`src/hmt_pkg.sv`:
```
// ----------------------------------------------------------------------------
// hmt_pkg
// Shared constants for the heartbeat membership table: defaults, field
// widths, item kinds, event codes and register indexes.
// ----------------------------------------------------------------------------
`default_nettype none

package hmt_pkg;

  localparam int HMT_TABLE_DEPTH = 32;
  localparam int HMT_ID_BITS     = 16;

  localparam int KIND_W  = 2;
  localparam int EID_W   = 16;
  localparam int BEAT_W  = 32;
  localparam int STAMP_W = 32;
  localparam int RES_W   = 3;
  localparam int ECNT_W  = 6;
  localparam int IN_DW   = EID_W + BEAT_W + STAMP_W;
  localparam int OUT_DW  = 24;

  localparam logic [KIND_W-1:0] KIND_TICK  = 2'd0;
  localparam logic [KIND_W-1:0] KIND_BEAT  = 2'd1;
  localparam logic [KIND_W-1:0] KIND_MERGE = 2'd2;
  localparam logic [KIND_W-1:0] KIND_JOIN  = 2'd3;

  localparam logic [RES_W-1:0] EV_NOTHING   = 3'd0;
  localparam logic [RES_W-1:0] EV_ADDED     = 3'd1;
  localparam logic [RES_W-1:0] EV_UPDATED   = 3'd2;
  localparam logic [RES_W-1:0] EV_UNCHANGED = 3'd3;
  localparam logic [RES_W-1:0] EV_REMOVED   = 3'd4;
  localparam logic [RES_W-1:0] EV_FULL      = 3'd5;
  localparam logic [RES_W-1:0] EV_STALE     = 3'd6;

  localparam logic REG_OWN_ID       = 1'b0;
  localparam logic REG_FAIL_TIMEOUT = 1'b1;

  localparam logic [15:0] FAIL_TIMEOUT_RST = 16'd5;

endpackage

`default_nettype wire

```
`src/hmt_ram.sv`:
```
// ----------------------------------------------------------------------------
// hmt_ram
// Generic single-write, single-read synchronous RAM with registered read.
// ----------------------------------------------------------------------------
`default_nettype none

module hmt_ram #(
  parameter int WIDTH = 8,
  parameter int DEPTH = 32,
  localparam int AW = (DEPTH > 1) ? $clog2(DEPTH) : 1
) (
  input  wire logic             clk,
  input  wire logic             wr_en,
  input  wire logic [AW-1:0]    wr_addr,
  input  wire logic [WIDTH-1:0] wr_data,
  input  wire logic             rd_en,
  input  wire logic [AW-1:0]    rd_addr,
  output logic      [WIDTH-1:0] rd_data
);

  logic [WIDTH-1:0] mem [DEPTH];

  always_ff @(posedge clk) begin
    if (wr_en) begin
      mem[wr_addr] <= wr_data;
    end
    if (rd_en) begin
      rd_data <= mem[rd_addr];
    end
  end

endmodule

`default_nettype wire

```
`src/heartbeat_membership_table.sv`:
```
// ----------------------------------------------------------------------------
// heartbeat_membership_table
// Membership table of a heartbeat failure detector: ticks expire stale
// entries, updates and merge elements refresh or insert, joins append.
// ----------------------------------------------------------------------------
//  channel  | direction | handshake              | payload
//  in_      | slave     | in_tvalid / in_tready   | tuser kind, tdata id/beat/stamp
//  out_     | master    | out_tvalid / out_tready | tuser event, tdata id/count, tlast
//  cfg_     | APB slave | psel, penable, pready   | own_id @0x0, fail_timeout @0x4
//
// Each transaction passes through the accept cycle, one slot-table RAM
// read per slot, a drain of the last read and a final read-modify-write
// cycle. A tick that expires several entries holds its scan while the
// result register is full and unread.
// The next transaction is accepted while the last result still waits.
// Reset clears the valid bits, local time and count; no clearing pass.
// ----------------------------------------------------------------------------
`default_nettype none

module heartbeat_membership_table import hmt_pkg::*; #(
  parameter int TABLE_DEPTH = HMT_TABLE_DEPTH,
  parameter int ID_BITS     = HMT_ID_BITS
) (
  input  wire logic               clk,
  input  wire logic               rst_n,
  input  wire logic               in_tvalid,
  output logic                    in_tready,
  input  wire logic [IN_DW-1:0]   in_tdata,   // entry_id[15:0], beat[47:16], stamp[79:48]
  input  wire logic [KIND_W-1:0]  in_tuser,   // kind[1:0]
  output logic                    out_tvalid,
  input  wire logic               out_tready,
  output logic      [OUT_DW-1:0]  out_tdata,  // event_id[15:0], entry_count[21:16], zero
  output logic      [RES_W-1:0]   out_tuser,  // event_res[2:0]
  output logic                    out_tlast,
  input  wire logic               cfg_psel,
  input  wire logic               cfg_penable,
  input  wire logic               cfg_pwrite,
  input  wire logic [2:0]         cfg_paddr,
  input  wire logic [31:0]        cfg_pwdata,
  output logic      [31:0]        cfg_prdata,
  output logic                    cfg_pready
);

  localparam int NODE_W = (ID_BITS < EID_W) ? ID_BITS : EID_W;
  localparam int IDX_W  = $clog2(TABLE_DEPTH);
  localparam int CNT_W  = $clog2(TABLE_DEPTH + 1);
  localparam int MEM_W  = NODE_W + BEAT_W + STAMP_W;
  localparam logic [CNT_W-1:0] CNT_ONE = CNT_W'(1);
  localparam logic [CNT_W-1:0] CNT_END = CNT_W'(TABLE_DEPTH);

  localparam logic [1:0] S_IDLE = 2'd0;
  localparam logic [1:0] S_SCAN = 2'd1;
  localparam logic [1:0] S_FIN  = 2'd2;

  function automatic logic [EID_W-1:0] id_ext(input logic [NODE_W-1:0] v);
    logic [NODE_W+EID_W-1:0] t;
    t = {{EID_W{1'b0}}, v};
    return t[EID_W-1:0];
  endfunction

  function automatic logic [ECNT_W-1:0] cnt_ext(input logic [CNT_W-1:0] v);
    logic [CNT_W+ECNT_W-1:0] t;
    t = {{ECNT_W{1'b0}}, v};
    return t[ECNT_W-1:0];
  endfunction

  logic [1:0]             state_r, state_nxt;
  logic [KIND_W-1:0]      kind_r;
  logic [NODE_W-1:0]      id_r;
  logic [BEAT_W-1:0]      beat_r;
  logic [STAMP_W-1:0]     stamp_r;
  logic [31:0]            lt_r, lt_nxt;
  logic [CNT_W-1:0]       cnt_r, cnt_nxt;
  logic [15:0]            own_r, fto_r;
  logic [TABLE_DEPTH-1:0] valid_r, valid_nxt;
  logic [CNT_W-1:0]       ra_r, ra_nxt;
  logic                   dv_r, dv_nxt;
  logic [IDX_W-1:0]       di_r, di_nxt;
  logic                   fnd_r, fnd_nxt;
  logic [IDX_W-1:0]       fidx_r, fidx_nxt;
  logic [BEAT_W-1:0]      fbeat_r, fbeat_nxt;
  logic                   free_v_r, free_v_nxt;
  logic [IDX_W-1:0]       free_idx_r, free_idx_nxt;
  logic                   pend_v_r, pend_v_nxt;
  logic [NODE_W-1:0]      pend_id_r, pend_id_nxt;
  logic [CNT_W-1:0]       pend_cnt_r, pend_cnt_nxt;
  logic                   out_valid_r;
  logic [RES_W-1:0]       out_res_r;
  logic [EID_W-1:0]       out_id_r;
  logic [ECNT_W-1:0]      out_cnt_r;
  logic                   out_last_r;

  logic                   ld;
  logic [RES_W-1:0]       ld_res;
  logic [EID_W-1:0]       ld_id;
  logic [ECNT_W-1:0]      ld_cnt;
  logic                   ld_last;

  logic                   wr_en, rd_en;
  logic [IDX_W-1:0]       wr_addr;
  logic [MEM_W-1:0]       wr_data, rd_data;
  logic [NODE_W-1:0]      rd_node;
  logic [BEAT_W-1:0]      rd_beat;
  logic [STAMP_W-1:0]     rd_seen;

  logic                   in_acc, out_free, cfg_wr;
  logic [NODE_W-1:0]      own_m;
  logic [31:0]            age, age_in, fto32;
  logic                   slot_v, is_own, expire, rm, own_wr, match, stall, adv;
  logic                   fresh, do_upd, do_ins;

  assign in_acc   = in_tvalid && in_tready;
  assign out_free = !out_valid_r || out_tready;
  assign own_m    = own_r[NODE_W-1:0];
  assign fto32    = {16'd0, fto_r};
  assign rd_node  = rd_data[MEM_W-1 -: NODE_W];
  assign rd_beat  = rd_data[BEAT_W+STAMP_W-1 -: BEAT_W];
  assign rd_seen  = rd_data[STAMP_W-1:0];

  // slot inspection during the scan
  assign slot_v = valid_r[di_r];
  assign is_own = rd_node == own_m;
  assign age    = lt_r - rd_seen;
  assign expire = slot_v && !is_own && !age[31] && (age > fto32);
  assign rm     = dv_r && (kind_r == KIND_TICK) && expire;
  assign own_wr = dv_r && (kind_r == KIND_TICK) && slot_v && is_own;
  assign match  = dv_r && slot_v && (rd_node == id_r);
  assign stall  = rm && pend_v_r && !out_free;
  assign adv    = (state_r == S_SCAN) && !stall;
  assign rd_en  = adv && (ra_r != CNT_END);

  // final decision for update, merge and join
  assign age_in = lt_r - stamp_r;
  assign fresh  = age_in[31] || (age_in < fto32);
  assign do_upd = (kind_r != KIND_JOIN) && (kind_r != KIND_TICK) && fnd_r &&
                  (fbeat_r < beat_r);
  assign do_ins = (kind_r == KIND_JOIN) ||
                  (!fnd_r && ((kind_r == KIND_BEAT) ||
                              ((kind_r == KIND_MERGE) && fresh)));

  always_comb begin
    state_nxt    = state_r;
    lt_nxt       = lt_r;
    cnt_nxt      = cnt_r;
    valid_nxt    = valid_r;
    ra_nxt       = ra_r;
    dv_nxt       = dv_r;
    di_nxt       = di_r;
    fnd_nxt      = fnd_r;
    fidx_nxt     = fidx_r;
    fbeat_nxt    = fbeat_r;
    free_v_nxt   = free_v_r;
    free_idx_nxt = free_idx_r;
    pend_v_nxt   = pend_v_r;
    pend_id_nxt  = pend_id_r;
    pend_cnt_nxt = pend_cnt_r;
    ld           = 1'b0;
    ld_res       = EV_NOTHING;
    ld_id        = '0;
    ld_cnt       = cnt_ext(cnt_r);
    ld_last      = 1'b0;
    wr_en        = 1'b0;
    wr_addr      = di_r;
    wr_data      = {rd_node, rd_beat, lt_r};

    case (state_r)
      S_IDLE: begin
        if (in_acc) begin
          state_nxt  = S_SCAN;
          ra_nxt     = '0;
          dv_nxt     = 1'b0;
          fnd_nxt    = 1'b0;
          free_v_nxt = 1'b0;
          pend_v_nxt = 1'b0;
          if (in_tuser == KIND_TICK) begin
            lt_nxt = lt_r + 32'd1;
          end
        end
      end
      S_SCAN: begin
        if (adv) begin
          if (ra_r != CNT_END) begin
            ra_nxt = ra_r + CNT_ONE;
            dv_nxt = 1'b1;
            di_nxt = ra_r[IDX_W-1:0];
          end else begin
            dv_nxt    = 1'b0;
            state_nxt = S_FIN;
          end
          if (match && !fnd_r) begin
            fnd_nxt   = 1'b1;
            fidx_nxt  = di_r;
            fbeat_nxt = rd_beat;
          end
          if (dv_r && !slot_v && !free_v_r) begin
            free_v_nxt   = 1'b1;
            free_idx_nxt = di_r;
          end
          if (own_wr) begin
            wr_en = 1'b1;
          end
          if (rm) begin
            valid_nxt[di_r] = 1'b0;
            cnt_nxt         = cnt_r - CNT_ONE;
            pend_v_nxt      = 1'b1;
            pend_id_nxt     = rd_node;
            pend_cnt_nxt    = cnt_r - CNT_ONE;
            if (pend_v_r) begin
              ld     = 1'b1;
              ld_res = EV_REMOVED;
              ld_id  = id_ext(pend_id_r);
              ld_cnt = cnt_ext(pend_cnt_r);
            end
          end
        end
      end
      S_FIN: begin
        if (out_free) begin
          state_nxt = S_IDLE;
          ld        = 1'b1;
          ld_last   = 1'b1;
          if (kind_r == KIND_TICK) begin
            pend_v_nxt = 1'b0;
            if (pend_v_r) begin
              ld_res = EV_REMOVED;
              ld_id  = id_ext(pend_id_r);
              ld_cnt = cnt_ext(pend_cnt_r);
            end
          end else begin
            ld_id = id_ext(id_r);
            if (do_upd) begin
              ld_res  = EV_UPDATED;
              wr_en   = 1'b1;
              wr_addr = fidx_r;
              wr_data = {id_r, beat_r, (kind_r == KIND_BEAT) ? lt_r : stamp_r};
            end else if (do_ins) begin
              if (free_v_r) begin
                ld_res                = EV_ADDED;
                wr_en                 = 1'b1;
                wr_addr               = free_idx_r;
                wr_data               = {id_r, beat_r, stamp_r};
                valid_nxt[free_idx_r] = 1'b1;
                cnt_nxt               = cnt_r + CNT_ONE;
                ld_cnt                = cnt_ext(cnt_r + CNT_ONE);
              end else begin
                ld_res = EV_FULL;
              end
            end else if (fnd_r) begin
              ld_res = EV_UNCHANGED;
            end else begin
              ld_res = EV_STALE;
            end
          end
        end
      end
      default: begin
        state_nxt = S_IDLE;
      end
    endcase
  end

  assign cfg_wr = cfg_psel && cfg_penable && cfg_pwrite && cfg_pready;

  always_ff @(posedge clk) begin
    if (!rst_n) begin
      state_r     <= S_IDLE;
      lt_r        <= '0;
      cnt_r       <= '0;
      valid_r     <= '0;
      dv_r        <= 1'b0;
      pend_v_r    <= 1'b0;
      out_valid_r <= 1'b0;
      own_r       <= '0;
      fto_r       <= FAIL_TIMEOUT_RST;
    end else begin
      state_r  <= state_nxt;
      lt_r     <= lt_nxt;
      cnt_r    <= cnt_nxt;
      valid_r  <= valid_nxt;
      dv_r     <= dv_nxt;
      pend_v_r <= pend_v_nxt;
      if (ld) begin
        out_valid_r <= 1'b1;
      end else if (out_tready) begin
        out_valid_r <= 1'b0;
      end
      if (cfg_wr) begin
        if (cfg_paddr[2] == REG_OWN_ID) begin
          own_r <= cfg_pwdata[15:0];
        end else begin
          fto_r <= cfg_pwdata[15:0];
        end
      end
    end
  end

  always_ff @(posedge clk) begin
    ra_r       <= ra_nxt;
    di_r       <= di_nxt;
    fnd_r      <= fnd_nxt;
    fidx_r     <= fidx_nxt;
    fbeat_r    <= fbeat_nxt;
    free_v_r   <= free_v_nxt;
    free_idx_r <= free_idx_nxt;
    pend_id_r  <= pend_id_nxt;
    pend_cnt_r <= pend_cnt_nxt;
    if (in_acc) begin
      kind_r  <= in_tuser;
      id_r    <= in_tdata[NODE_W-1:0];
      beat_r  <= in_tdata[EID_W +: BEAT_W];
      stamp_r <= in_tdata[EID_W+BEAT_W +: STAMP_W];
    end
    if (ld) begin
      out_res_r  <= ld_res;
      out_id_r   <= ld_id;
      out_cnt_r  <= ld_cnt;
      out_last_r <= ld_last;
    end
  end

  hmt_ram #(
    .WIDTH (MEM_W),
    .DEPTH (TABLE_DEPTH)
  ) u_slots (
    .clk     (clk),
    .wr_en   (wr_en),
    .wr_addr (wr_addr),
    .wr_data (wr_data),
    .rd_en   (rd_en),
    .rd_addr (ra_r[IDX_W-1:0]),
    .rd_data (rd_data)
  );

  assign in_tready  = (state_r == S_IDLE);
  assign out_tvalid = out_valid_r;
  assign out_tdata  = {2'b00, out_cnt_r, out_id_r};
  assign out_tuser  = out_res_r;
  assign out_tlast  = out_last_r;
  assign cfg_pready = 1'b1;
  assign cfg_prdata = (cfg_paddr[2] == REG_FAIL_TIMEOUT) ? {16'd0, fto_r} : {16'd0, own_r};

endmodule

`default_nettype wire

```
`config.mk`:
```
export PLATFORM = sky130hd
export DESIGN_NAME = heartbeat_membership_table
export DESIGN_NICKNAME = d
export VERILOG_FILES = /design/src/hmt_pkg.sv /design/src/hmt_ram.sv /design/src/heartbeat_membership_table.sv
export SDC_FILE = /design/constraint.sdc
export NUM_CORES = 2
export LEC_CHECK = 0
export BUFFER_PORTS_ARGS = -buffer_cell sky130_fd_sc_hd__buf_2
export CAP_MARGIN = 20
export CORE_UTILIZATION = 45
export DETAILED_ROUTE_END_ITERATION = 8
export GPL_ROUTABILITY_DRIVEN = 0
export GPL_TIMING_DRIVEN = 0
export PLACE_DENSITY = 0.7
export SYNTH_ARGS = -nofsm -noshare
export SYNTH_HDL_FRONTEND = slang
export SYNTH_SLANG_ARGS = --single-unit
```
`constraint.sdc`:
```
create_clock -name clk -period 15.2 [get_ports clk]
set_clock_uncertainty 0.15 [all_clocks]
set_input_delay 0 -clock clk [delete_from_list [all_inputs] [get_ports clk]]
set_output_delay 0 -clock clk [all_outputs]
set_load 0.02 [all_outputs]
```
==> metrics.cfg <==
[timing]
max_freq_mhz = 117
min_period_over_period = 0.561
setup_viol = 0
setup_slack_ns = 6.67
worst_slew_pin_slew_ns = 1.19
max_slew_margin = 0.206
fin_tns_setup_ns = 0
final_hold_viol_count = 0
slew_violations = 0
whs_ns = 0.0881
rsz0062_at_grt = false
min_period_ns = 8.53

[route]
via_per_inst = 6.14
ant_nets = 0
wl_per_cell_um = 30.9
drc = 0
drt-pass1-iter-count = 8
wl_mm = 323
drtIter0Drc = 9044
vias = 64200

[setup_path]
r2r-start = stamp_r[0]$_DFFE_PP_
path_class = flip-flop to flip-flop
slowest_delay_ns = 0.77
ff2ff_setup_slack_ns = 6.67
cpMaxStageDelayCell = nor2_4
startpoint_type = flip-flop
crit_arrival_ns = 9.00
cp_common_cell = buf_12
reg2reg_depth = 26
required_ns = 15.67
endpoint_kind = flip-flop
path_max_fanout = 22
r2r-end = u_slots.mem[6][51]$_DFFE_PP_

[finish]
fin_area_um2 = 140000
final_cells = 10500
area_growth_pct = 18.5
drive_gt1_frac = 0.280
nets = 7009
fillers = 19300
final_util = 0.539

[power]
p_leak_nw = 42.6
p_per_area_nw_per_um2 = 158
peakVddDrop_mv = 0.125
design_power_total_mw = 22.2

[placed_design]
portBuffers = 147
preCtsSetupSlack_ns = 7.09
dpl.cell_count = 9683
placedInstanceArea_um2 = 128000
dp_hpwl_mm = 210

[synthesis]
yosysSeqAreaShare = 0.734
synth.area.top_cells = edfxtp_1 (72%), mux4_2 (15%), dfxtp_1 (1.8%)
synthAdderAreaFrac = 0.0147
synthDistinctLibCells = 101
ys_warn_count = 0
synth-seq-cells = 2932
yosysMostFrequentCell = edfxtp_1
async_flop_share = 0
syn-mean-instance-area_um2 = 20.5
synth_compound_area_frac = 0.0293
syn-instance-count = 5791
yosys.area.top_type_share = 0.716
synth.cell_area_um2 = 118000
synth_top_family_by_area = multiplexers
ys.flop_type = edfxtp_1
synth_edf_count = 2825
yosys-top-cells-count = edfxtp_1 (2825), mux4_2 (808), nand2_1 (239), clkbuf_1 (210), inv_1 (150)
synth_simple_gate_area_share = 0.0285
synth_xor_area_frac = 0.00836
post-synth-top-area-cell = edfxtp_1
synth_mux_area_frac = 0.169

[clock_tree]
clk_pin_slew_ns = 0.06
cts_tree = built
cts.sinks = 2932
cts_setup_buffers = 0
clk_latency_ns = 0.98
cts_root_buffer = clkbuf_16
cts_buffer_depth = 4
h-tree-depth = 5
cts_buffers = 309

[global_route]
grt_antenna_before_repair = 10
grt_overflow = 0
grt_pass1_vias = 64300
grt_usage = 0.242
grt_max_degree = 47
grt_pass1_wl_mm = 458

[hold_path]
min_from = in_tvalid
hold_depth = 5
min_path_type = input port to flip-flop
hold_end = pend_v_r$_SDFFE_PN0P_

[outcome]
outcome = finished, final reports clean

[die]
start_util = 0.454
top_level_ports = 187
die-area_um2 = 265000
die_h_um = 515
core_area_um2 = 261000
fp.dieW_um = 515
rows = 187

[flow_run]
drv_cap = 0

==> area by class of cell <==
class                           count  area [um2]  share of cell area
Antenna cell                        8        20.0            0.000143
Inverter                          150         563             0.00401
Clock buffer                      373        8120              0.0578
Clock inverter                    150        1340             0.00955
Multi-Input combinational cell   2419       30100               0.214
Timing Repair Buffer              628        7610              0.0542
Tap cell                         3496        4370              0.0312
Sequential cell                  2932       87000               0.620
Buffer                            307        1330             0.00945
==> cells by family (layout without fill, tap and decap cells) <==
group	count (synthesis)	in the layout
fa+ha+maj	138	138
simple gates	677	677
flops	2932	2932
buf+inv	457	1608
xor+xnor	113	113
mux	969	969
other cells	2	27
compound gates	503	503
==> flip-flops by register name (all words and copies together) (netlist names), 2 cells and up <==
register,flops
fidx_r,5
out_id_r,16
id_r,16
kind_r,2
u_slots.mem,2560
out_cnt_r,6
di_r,5
pend_cnt_r,6
ra_r,6
stamp_r,32
cnt_r,6
own_m,16
state_r,2
beat_r,32
lt_r,32
pend_id_r,16
fbeat_r,32
out_tuser,3
valid_r,32
fto_r,16
u_slots.rd_data,80
free_idx_r,5
==> repair_timing <==
| item | in CTS | in global routing |
|---|---|---|
| hold endpoints to repair | 252 | 0 |
| gates resized for setup | 0 | 0 |
| hold buffers | 220 | 0 |
==> worst max-delay path by stage <==
stage	startpoint	to	slack (ns)
final	stamp_r[0]$_DFFE_PP_	u_slots.mem[6][51]$_DFFE_PP_	6.67
after CTS	stamp_r[0]$_DFFE_PP_	u_slots.mem[5][51]$_DFFE_PP_	6.92
after global placement	kind_r[0]$_DFFE_PP_	u_slots.mem[12][41]$_DFFE_PP_	-5.01
after global routing	stamp_r[0]$_DFFE_PP_	u_slots.mem[4][51]$_DFFE_PP_	6.50
after floorplan	lt_r[0]$_SDFFE_PN0P_	u_slots.mem[12][0]$_DFFE_PP_	4.26
after detailed placement	stamp_r[0]$_DFFE_PP_	u_slots.mem[14][41]$_DFFE_PP_	7.09
==> placed cells by master (no fill, tap or decap), types with 32 or more instances in the layout <==
cell type,Yosys,final
edfxtp_1,2825,2825
mux4_2,808,808
clkbuf_16,0,314
clkbuf_1,210,252
nand2_1,239,239
dlygate4sd3_1,0,220
buf_2,25,174
inv_1,150,150
mux2_2,148,148
ha_1,136,136
buf_12,0,113
dfxtp_1,107,107
a21oi_1,90,89
buf_8,0,89
nor2_1,117,86
o21ai_0,113,82
xnor2_1,78,78
clkinv_1,0,64
nand3_1,52,52
a21boi_0,46,46
clkinv_2,0,46
buf_1,43,42
nand4_1,41,41
xor2_1,35,35
and2_1,36,35
buf_6,5,35
nor2b_1,32,32
==> critical path: cells and delay by family, from the launching register on <==
family / cells / cell delay [ns]
AOI/OAI and AO/OA: 8 / 2.86
xor gates and xnor gates: 1 / 0.16
adders and majority gates: 3 / 0.96
buffers and inverters: 4 / 0.98
DFF: 1 / 0.51
and+or+nand+nor: 10 / 2.54
==> power breakdown <==
part,total (mW),internal [mW],switching (mW)
combinational,5.28,2.15,3.13
sequential,9.74,9.58,0.151
clock,7.21,4.18,3.04
==> routing by layer <==
metal | track usage | share of wire | up-vias
li1 | - | - | 25800
met2 | 0.388 | 0.47 | 4291
met4 | 0.0830 | 0.034 | 4
met3 | 0.0539 | 0.11 | 663
met1 | 0.329 | 0.38 | 33400
met5 | 0 | 0.000080 | -
No activity file was read; power rests on OpenSTA's default activity.
